File: config.mk
export PLATFORM = sky130hd
export DESIGN_NAME = rtos_task_scheduler_with_mutex_top
export DESIGN_NICKNAME = d
export VERILOG_FILES = /design/src/design/rtsm_pkg.sv /design/src/design/rtos_task_scheduler_with_mutex_top.sv /design/src/design/rtsm_task_cell.sv
export SDC_FILE = /design/constraint.sdc
export NUM_CORES = 1
export LEC_CHECK = 0
export BUFFER_PORTS_ARGS = -buffer_cell sky130_fd_sc_hd__clkbuf_2
export CORE_ASPECT_RATIO = 1.1
export CORE_MARGIN = 2
export CORE_UTILIZATION = 60
export DETAILED_ROUTE_END_ITERATION = 7
export GPL_TIMING_DRIVEN = 0
export PLACE_DENSITY = 0.88
export SLEW_MARGIN = 20
export SYNTH_ARGS = -nofsm -noshare
export SYNTH_HDL_FRONTEND = slang
export SYNTH_HIERARCHICAL = 1
export SYNTH_SLANG_ARGS = --single-unit
File: constraint.sdc
create_clock -name clk -period 6.1 [get_ports clk]
set_input_delay 1.22 -clock clk [delete_from_list [all_inputs] [get_ports clk]]
set_output_delay 1.22 -clock clk [all_outputs]
set_load 0.01 [all_outputs]
File: src/design/rtsm_pkg.sv
package rtsm_pkg;

	localparam int TASK_SLOTS  = 8;
	localparam int MUTEX_SLOTS = 4;
	localparam int TASK_W      = $clog2(TASK_SLOTS);
	localparam int MUTEX_W     = $clog2(MUTEX_SLOTS);
	localparam int RING_W      = $clog2(TASK_SLOTS + 1);
	localparam int FILL_W      = $clog2(TASK_SLOTS + 1);
	localparam int TIME_W      = 32;

	typedef enum logic [1:0] {
		CMD_TICK    = 2'd0,
		CMD_DELAY   = 2'd1,
		CMD_ACQUIRE = 2'd2,
		CMD_RELEASE = 2'd3
	} cmd_t;

	typedef enum logic [1:0] {
		ST_DONE    = 2'd0,
		ST_BLOCKED = 2'd1,
		ST_REFUSED = 2'd2
	} status_t;

	typedef enum logic [1:0] {
		S_IDLE,
		S_EXEC,
		S_SCHED,
		S_DONE
	} state_t;

	localparam logic [2:0] REG_ACTIVE_TASKS = 3'd0;

	typedef struct packed {
		logic              tick;
		logic [TIME_W-1:0] now;
		logic [RING_W-1:0] ring_n;
		logic              block;
		logic              load_wake;
		logic [TIME_W-1:0] wake;
		logic [TASK_W-1:0] blk_idx;
		logic              wake_up;
		logic [TASK_W-1:0] rdy_idx;
	} task_ctl_t;

endpackage

File: src/design/rtos_task_scheduler_with_mutex_top.sv
// Round-robin task scheduler with four mutexes. Each transaction on the command
// channel yields one result transaction. A command is decoded and applied in order:
// the wait-queue memory read at acceptance, then the update. A tick, a blocking
// delay or a blocking acquire then walks the ring one task slot per cycle, visiting
// each ring slot at most once. The ring size is active_tasks, with zero taken as one
// and values above eight taken as eight. The ring size is set through the APB register
// at address 0.
module rtos_task_scheduler_with_mutex_top (
	input  logic        clk,
	input  logic        arst_n,
	input  logic        psel,
	input  logic        penable,
	input  logic        pwrite,
	input  logic [2:0]  paddr,
	input  logic [31:0] pwdata,
	output logic [31:0] prdata,
	output logic        pready,
	input  logic        in_valid,
	output logic        in_stall,
	input  logic [1:0]  cmd,
	input  logic [31:0] delay_ticks,
	input  logic [1:0]  mutex_id,
	output logic        out_valid,
	input  logic        out_stall,
	output logic [2:0]  running_task,
	output logic [1:0]  status,
	output logic [7:0]  ready_mask
);

	localparam int TS = rtsm_pkg::TASK_SLOTS;
	localparam int MS = rtsm_pkg::MUTEX_SLOTS;
	localparam int TW = rtsm_pkg::TASK_W;
	localparam int MW = rtsm_pkg::MUTEX_W;
	localparam int RW = rtsm_pkg::RING_W;
	localparam int FW = rtsm_pkg::FILL_W;
	localparam int DW = rtsm_pkg::TIME_W;

	rtsm_pkg::state_t  state_q, state_d;
	logic [3:0]        active_q;
	logic [RW-1:0]     ring_n;
	logic [DW-1:0]     tick_q;
	logic [TW-1:0]     current_q;
	rtsm_pkg::cmd_t    cmd_q;
	logic [DW-1:0]     dly_q;
	logic [MW-1:0]     mid_q;
	logic [TW-1:0]     rd_q;
	logic [MS-1:0]     locked_q;
	logic [TW-1:0]     owner_q [MS];
	logic [TW-1:0]     head_q  [MS];
	logic [FW-1:0]     fill_q  [MS];
	logic [TW-1:0]     wq_mem  [MS*TS];
	logic [TW-1:0]     cand_q;
	logic [RW-1:0]     step_q;
	logic [1:0]        status_q;
	logic              sched_q;
	logic              out_valid_q;
	logic [TW-1:0]     out_task_q;
	logic [1:0]        out_status_q;
	logic [7:0]        out_mask_q;

	rtsm_pkg::task_ctl_t ctl;
	logic [TS-1:0]       ready_vec;
	logic [TS:0]         ready_chain;
	logic                in_acc, cfg_wr;
	logic                own_ok, do_sched, q_write;
	logic [TW-1:0]       nxt;
	logic                walk_end, walk_take;
	logic [TW-1:0]       tail;

	assign pready = 1'b1;
	assign cfg_wr = psel && penable && pwrite && (paddr == rtsm_pkg::REG_ACTIVE_TASKS);
	assign prdata = (paddr == rtsm_pkg::REG_ACTIVE_TASKS) ? {28'd0, active_q} : 32'd0;

	assign ring_n = (active_q == 4'd0) ? RW'(1) :
		(32'(active_q) > 32'(TS)) ? RW'(TS) : RW'(active_q);

	assign in_stall = (state_q != rtsm_pkg::S_IDLE);
	assign in_acc   = in_valid && !in_stall;

	always_ff @(posedge clk or negedge arst_n) begin
		if (!arst_n) begin
			active_q <= 4'd1;
		end else if (cfg_wr) begin
			active_q <= pwdata[3:0];
		end
	end

	// task cells
	assign ready_chain[0] = 1'b0;
	for (genvar g = 0; g < TS; g++) begin : g_cell
		rtsm_task_cell u_cell (
			.clk       (clk),
			.arst_n    (arst_n),
			.idx       (TW'(g)),
			.ctl       (ctl),
			.ready_in  (ready_chain[g]),
			.ready_out (ready_chain[g+1]),
			.ready     (ready_vec[g])
		);
	end

	assign own_ok = locked_q[mid_q] && owner_q[mid_q] == current_q;
	assign tail   = head_q[mid_q] + TW'(fill_q[mid_q]);
	assign q_write = (state_q == rtsm_pkg::S_EXEC) && cmd_q == rtsm_pkg::CMD_ACQUIRE &&
		locked_q[mid_q] && fill_q[mid_q] < FW'(TS);

	always_comb begin
		ctl           = '0;
		ctl.ring_n    = ring_n;
		ctl.now       = tick_q + DW'(1);
		ctl.wake      = tick_q + dly_q;
		ctl.blk_idx   = current_q;
		ctl.rdy_idx   = rd_q;
		do_sched      = 1'b0;
		if (state_q == rtsm_pkg::S_EXEC) begin
			case (cmd_q)
				rtsm_pkg::CMD_TICK: begin
					ctl.tick = 1'b1;
					do_sched = 1'b1;
				end
				rtsm_pkg::CMD_DELAY: begin
					ctl.block     = dly_q != '0;
					ctl.load_wake = 1'b1;
					do_sched      = dly_q != '0;
				end
				rtsm_pkg::CMD_ACQUIRE: begin
					ctl.block = locked_q[mid_q];
					do_sched  = locked_q[mid_q];
				end
				default: begin
					ctl.wake_up = own_ok && fill_q[mid_q] != '0;
				end
			endcase
		end
	end

	assign nxt       = ({1'b0, cand_q} + RW'(1) >= ring_n) ? '0 : cand_q + TW'(1);
	assign walk_take = nxt != current_q && ready_vec[nxt];
	assign walk_end  = nxt == current_q || ready_vec[nxt] || step_q + RW'(1) >= ring_n;

	always_comb begin
		state_d = state_q;
		unique case (state_q)
			rtsm_pkg::S_IDLE:  if (in_acc) state_d = rtsm_pkg::S_EXEC;
			rtsm_pkg::S_EXEC:  state_d = do_sched ? rtsm_pkg::S_SCHED : rtsm_pkg::S_DONE;
			rtsm_pkg::S_SCHED: if (walk_end) state_d = rtsm_pkg::S_DONE;
			rtsm_pkg::S_DONE:  if (!out_valid_q || !out_stall) state_d = rtsm_pkg::S_IDLE;
			default:           state_d = rtsm_pkg::S_IDLE;
		endcase
	end

	always_ff @(posedge clk or negedge arst_n) begin
		if (!arst_n) begin
			state_q <= rtsm_pkg::S_IDLE;
		end else begin
			state_q <= state_d;
		end
	end

	always_ff @(posedge clk) begin
		if (in_acc) begin
			rd_q <= wq_mem[{mutex_id, head_q[mutex_id]}];
		end
		if (q_write) begin
			wq_mem[{mid_q, tail}] <= current_q;
		end
	end

	always_ff @(posedge clk or negedge arst_n) begin
		if (!arst_n) begin
			cmd_q <= rtsm_pkg::CMD_TICK;
			dly_q <= '0;
			mid_q <= '0;
		end else if (in_acc) begin
			cmd_q <= rtsm_pkg::cmd_t'(cmd);
			dly_q <= delay_ticks;
			mid_q <= mutex_id;
		end
	end

	always_ff @(posedge clk or negedge arst_n) begin
		if (!arst_n) begin
			tick_q    <= '0;
			current_q <= '0;
			locked_q  <= '0;
			status_q  <= rtsm_pkg::ST_DONE;
			sched_q   <= 1'b0;
			cand_q    <= '0;
			step_q    <= '0;
			for (int i = 0; i < MS; i++) begin
				owner_q[i] <= '0;
				head_q[i]  <= '0;
				fill_q[i]  <= '0;
			end
		end else begin
			if (state_q == rtsm_pkg::S_EXEC) begin
				cand_q   <= current_q;
				step_q   <= '0;
				sched_q  <= do_sched;
				status_q <= rtsm_pkg::ST_DONE;
				case (cmd_q)
					rtsm_pkg::CMD_TICK: begin
						tick_q <= tick_q + DW'(1);
					end
					rtsm_pkg::CMD_DELAY: begin
						if (dly_q != '0) status_q <= rtsm_pkg::ST_BLOCKED;
					end
					rtsm_pkg::CMD_ACQUIRE: begin
						if (!locked_q[mid_q]) begin
							locked_q[mid_q] <= 1'b1;
							owner_q[mid_q]  <= current_q;
						end else begin
							status_q <= rtsm_pkg::ST_BLOCKED;
							if (fill_q[mid_q] < FW'(TS)) begin
								fill_q[mid_q] <= fill_q[mid_q] + FW'(1);
							end
						end
					end
					default: begin
						if (!own_ok) begin
							status_q <= rtsm_pkg::ST_REFUSED;
						end else if (fill_q[mid_q] != '0) begin
							head_q[mid_q]  <= head_q[mid_q] + TW'(1);
							fill_q[mid_q]  <= fill_q[mid_q] - FW'(1);
							owner_q[mid_q] <= rd_q;
						end else begin
							locked_q[mid_q] <= 1'b0;
							owner_q[mid_q]  <= '0;
						end
					end
				endcase
			end
			if (state_q == rtsm_pkg::S_SCHED) begin
				cand_q <= nxt;
				step_q <= step_q + RW'(1);
				if (walk_take) begin
					current_q <= nxt;
				end
			end
		end
	end

	always_ff @(posedge clk or negedge arst_n) begin
		if (!arst_n) begin
			out_valid_q <= 1'b0;
		end else if (state_q == rtsm_pkg::S_DONE && (!out_valid_q || !out_stall)) begin
			out_valid_q <= 1'b1;
		end else if (!out_stall) begin
			out_valid_q <= 1'b0;
		end
	end

	always_ff @(posedge clk) begin
		if (state_q == rtsm_pkg::S_DONE && (!out_valid_q || !out_stall)) begin
			out_task_q   <= current_q;
			out_status_q <= status_q;
			out_mask_q   <= 8'(ready_vec);
		end
	end

	assign out_valid    = out_valid_q;
	assign running_task = out_task_q;
	assign status       = out_status_q;
	assign ready_mask   = out_mask_q;

	a_walk_bounded: assert property (@(posedge clk) disable iff (!arst_n)
		state_q == rtsm_pkg::S_SCHED |-> step_q < ring_n)
		else $error("schedule walk ran past the ring");

	a_walk_only_sched: assert property (@(posedge clk) disable iff (!arst_n)
		state_q == rtsm_pkg::S_SCHED |-> sched_q)
		else $error("walk entered without a schedule request");

	a_free_empty: assert property (@(posedge clk) disable iff (!arst_n)
		!locked_q[mid_q] |-> fill_q[mid_q] == '0)
		else $error("unlocked mutex has waiters");

	a_fill_cap: assert property (@(posedge clk) disable iff (!arst_n)
		fill_q[mid_q] <= FW'(TS))
		else $error("wait queue over capacity");

	a_no_ready_no_switch: assert property (@(posedge clk) disable iff (!arst_n)
		state_q == rtsm_pkg::S_SCHED && !ready_chain[TS] |=> $stable(current_q))
		else $error("switched task with nothing ready");

endmodule

File: src/design/rtsm_task_cell.sv
module rtsm_task_cell (
	input  logic                      clk,
	input  logic                      arst_n,
	input  logic [rtsm_pkg::TASK_W-1:0] idx,
	input  rtsm_pkg::task_ctl_t       ctl,
	input  logic                      ready_in,
	output logic                      ready_out,
	output logic                      ready
);

	logic                        ready_q;
	logic [rtsm_pkg::TIME_W-1:0] wake_q;
	logic                        in_ring;

	assign in_ring = {1'b0, idx} < ctl.ring_n;

	always_ff @(posedge clk or negedge arst_n) begin
		if (!arst_n) begin
			ready_q <= 1'b1;
			wake_q  <= '0;
		end else begin
			if (ctl.tick && in_ring && !ready_q && wake_q != '0 && ctl.now >= wake_q) begin
				ready_q <= 1'b1;
				wake_q  <= '0;
			end
			if (ctl.block && idx == ctl.blk_idx) begin
				ready_q <= 1'b0;
				if (ctl.load_wake) begin
					wake_q <= ctl.wake;
				end
			end
			if (ctl.wake_up && idx == ctl.rdy_idx) begin
				ready_q <= 1'b1;
			end
		end
	end

	// ready chain: any ready task at or below this cell
	assign ready_out = ready_in | ready_q;
	assign ready     = ready_q;

endmodule
==> impl_metrics.env <==
export IMPL_status="completed"
export IMPL_mostFrequentLayoutCells="nand2_1, dfrtp_1, ha_1"
export IMPL_worst_pin_slew_ns=1.22
export IMPL_slowest_delay_ns=0.67
export IMPL_num_rows=88
export IMPL_nNetsFinal=3784
export IMPL_hold_buffers=0
export IMPL_cts_buffers=53
export IMPL_viasPerCell=6.47
export IMPL_antenna_found_initial=1
export IMPL_grt_use_total_pct=33.1
export IMPL_finalHoldViolations=0
export IMPL_initial_core_util_pct=60.8
export IMPL_syn_cell_area_mm2=0.0319
export IMPL_critPathKind="reg -> reg"
export IMPL_finalCritPeriodShare_pct=94.9
export IMPL_cp_cell_sequence="clkbuf_1 > nand4_1 > nor4_2 > nand2b_1 > nor2_1 > and3_1 > nand3_1 > nor2_1 > xor2_2 > ha_1 > nand4_1 > or4_1 > a311o_1 > a21boi_4 > buf_6 > o31ai_1"
export IMPL_setup_viol_count_final=0
export IMPL_io_buffers=66
export IMPL_placed_cells=3997
export IMPL_grt_start_max_net_pins=96
export IMPL_layout_commonest_cell="nand2_1"
export IMPL_core_mm2=0.0524
export IMPL_rsz0062_at_grt="false"
export IMPL_worstPathMaxFanout=10
export IMPL_maxSlewViolCount=0
export IMPL_clock_root_buffer="clkbuf_16"
export IMPL_fin_skew_ns=0.0589
export IMPL_grt_pass1_wl_um=142000
export IMPL_vias=26495
export IMPL_clk_latency_ns=0.66
export IMPL_final_cells=4096
export IMPL_finalWeightedCongestion=0.932
export IMPL_fp_dieH_um=246
export IMPL_syn_inst=3148
export IMPL_dr_pass1_iters=6
export IMPL_finalCriticalPeriod_ns=5.79
export IMPL_die_area_mm2=0.0550
export IMPL_antenna_left=0
export IMPL_cts_max_level=2
export IMPL_cp_required_ns=6.57
export IMPL_syn_area_per_cell_um2=10.1
export IMPL_wl_um=91800
export IMPL_clkSinkCount=507
export IMPL_grt_pass1_vias=26664
export IMPL_clk_pin_slew_ns=0.06
export IMPL_area_growth_pct=12.0
export IMPL_hold_start="owner_q[1]"
export IMPL_maxCapViolCount=0
export IMPL_startpoint="tick_q[6]"
export IMPL_slowest_stage="or4_1"
export IMPL_die_w_um=224
export IMPL_yosys_warnings=6
export IMPL_holdWs_ns=0.502
export IMPL_dp_hpwl_um=66500
export IMPL_cts_max_path_buffers=3
export IMPL_wl_per_cell_um=22.4
export IMPL_grt_overflow=0
export IMPL_cp_arrival_ns=6.25
export IMPL_tritoncts="done"
export IMPL_r2r_start="tick_q[6]"
export IMPL_vdd_drop_max_mv=0.406
export IMPL_drt_iter0_drc=2800
export IMPL_critPathLaunchType="register"
export IMPL_drcViolationCount=0
export IMPL_io_pins=126
export IMPL_fmax_mhz=173
export IMPL_endpoint_kind="register"
export IMPL_layout_drive_gt1_share_pct=14.6
export IMPL_relSlewSlack_pct=18.6
export IMPL_hold_class="reg -> reg"
export IMPL_power_density_mw_per_mm2=346
export IMPL_p_leak_nw=16.6
-- through the flow --
step | power, mW | TNS (ns) | utilization [%] | cell area, um2 | setup WS [ns]
floorplan | 7.31 | 0 | - | 32200 | 1.87
global placement | 8.49 | -1953.18 | 63.7 | 33400 | -5.10
detailed placement | 8.75 | 0 | 64.2 | 33700 | 0.363
CTS | 12.2 | 0 | 67.7 | 35500 | 0.340
global route | 12.9 | 0 | 68.1 | 35700 | 0.0450
finish | 12.3 | 0 | 68.1 | 35700 | 0.312
-- registers in the layout (all words and copies together), names as in the netlist, 4 cells and up, named ones only --
name,count
owner_q,12
g_cell.u_cell/wake_q,256
head_q,12
step_q,4
ready_mask,8
g_cell.u_cell/ready,8
tick_q,32
active_q,4
fill_q,12
dly_q,32
wq_mem,96
-- worst max-delay path, delay by kind of cell, from the launching register on --
family                     cells  cell delay, ns
xor gates and xnor gates       1            0.59
AOI/OAI and AO/OA              3            0.82
adders and majority gates      1            0.29
and+or+nand+nor                9            3.04
DFF                            1            0.37
buffers and inverters          2            0.49
-- power by group --
part	switching [mW]	internal, mW
logic	2.81	1.60
clock network	1.47	1.89
registers	0.463	4.11
-- per-layer routing --
| metal | part of all wire (%) | global-route usage [%] |
|---|---|---|
| met2 | 47 | 55.6 |
| met5 | 0 | 0 |
| met4 | 7.0 | 20.7 |
| met1 | 37 | 40.4 |
| met3 | 8.2 | 4.70 |
-- path summary, 6_finish.rpt --
check	to	slack [ns]	cells after the start
max	g_cell[5].u_cell/wake_q[26]	0.31	16
min	owner_q[1]	0.50	1
max reg2reg	g_cell[5].u_cell/wake_q[26]	0.31	16
min reg2reg	owner_q[1]	0.50	1
max in group asynchronous	g_cell[2].u_cell/wake_q[11]	3.70	4
min in group asynchronous	asynchronous set/reset pin	0.57	1
-- what timing repair did --
| item | CTS | global route |
|---|---|---|
| setup buffers | 0 | 0 |
| resized for setup | 0 | 1 |
| endpoints found under the setup margin | 0 | 218 |
-- cell type report --
cell class	count	area, um2
Antenna cell	1	2.50
Buffer	138	835
Clock buffer	67	1430
Clock inverter	31	359
Fill cell	3763	16700
Inverter	325	1220
Multi-Input combinational cell	2277	17200
Sequential cell	507	13300
Tap cell	675	845
Timing Repair Buffer	75	532
No activity file was read; power rests on OpenSTA's default activity.
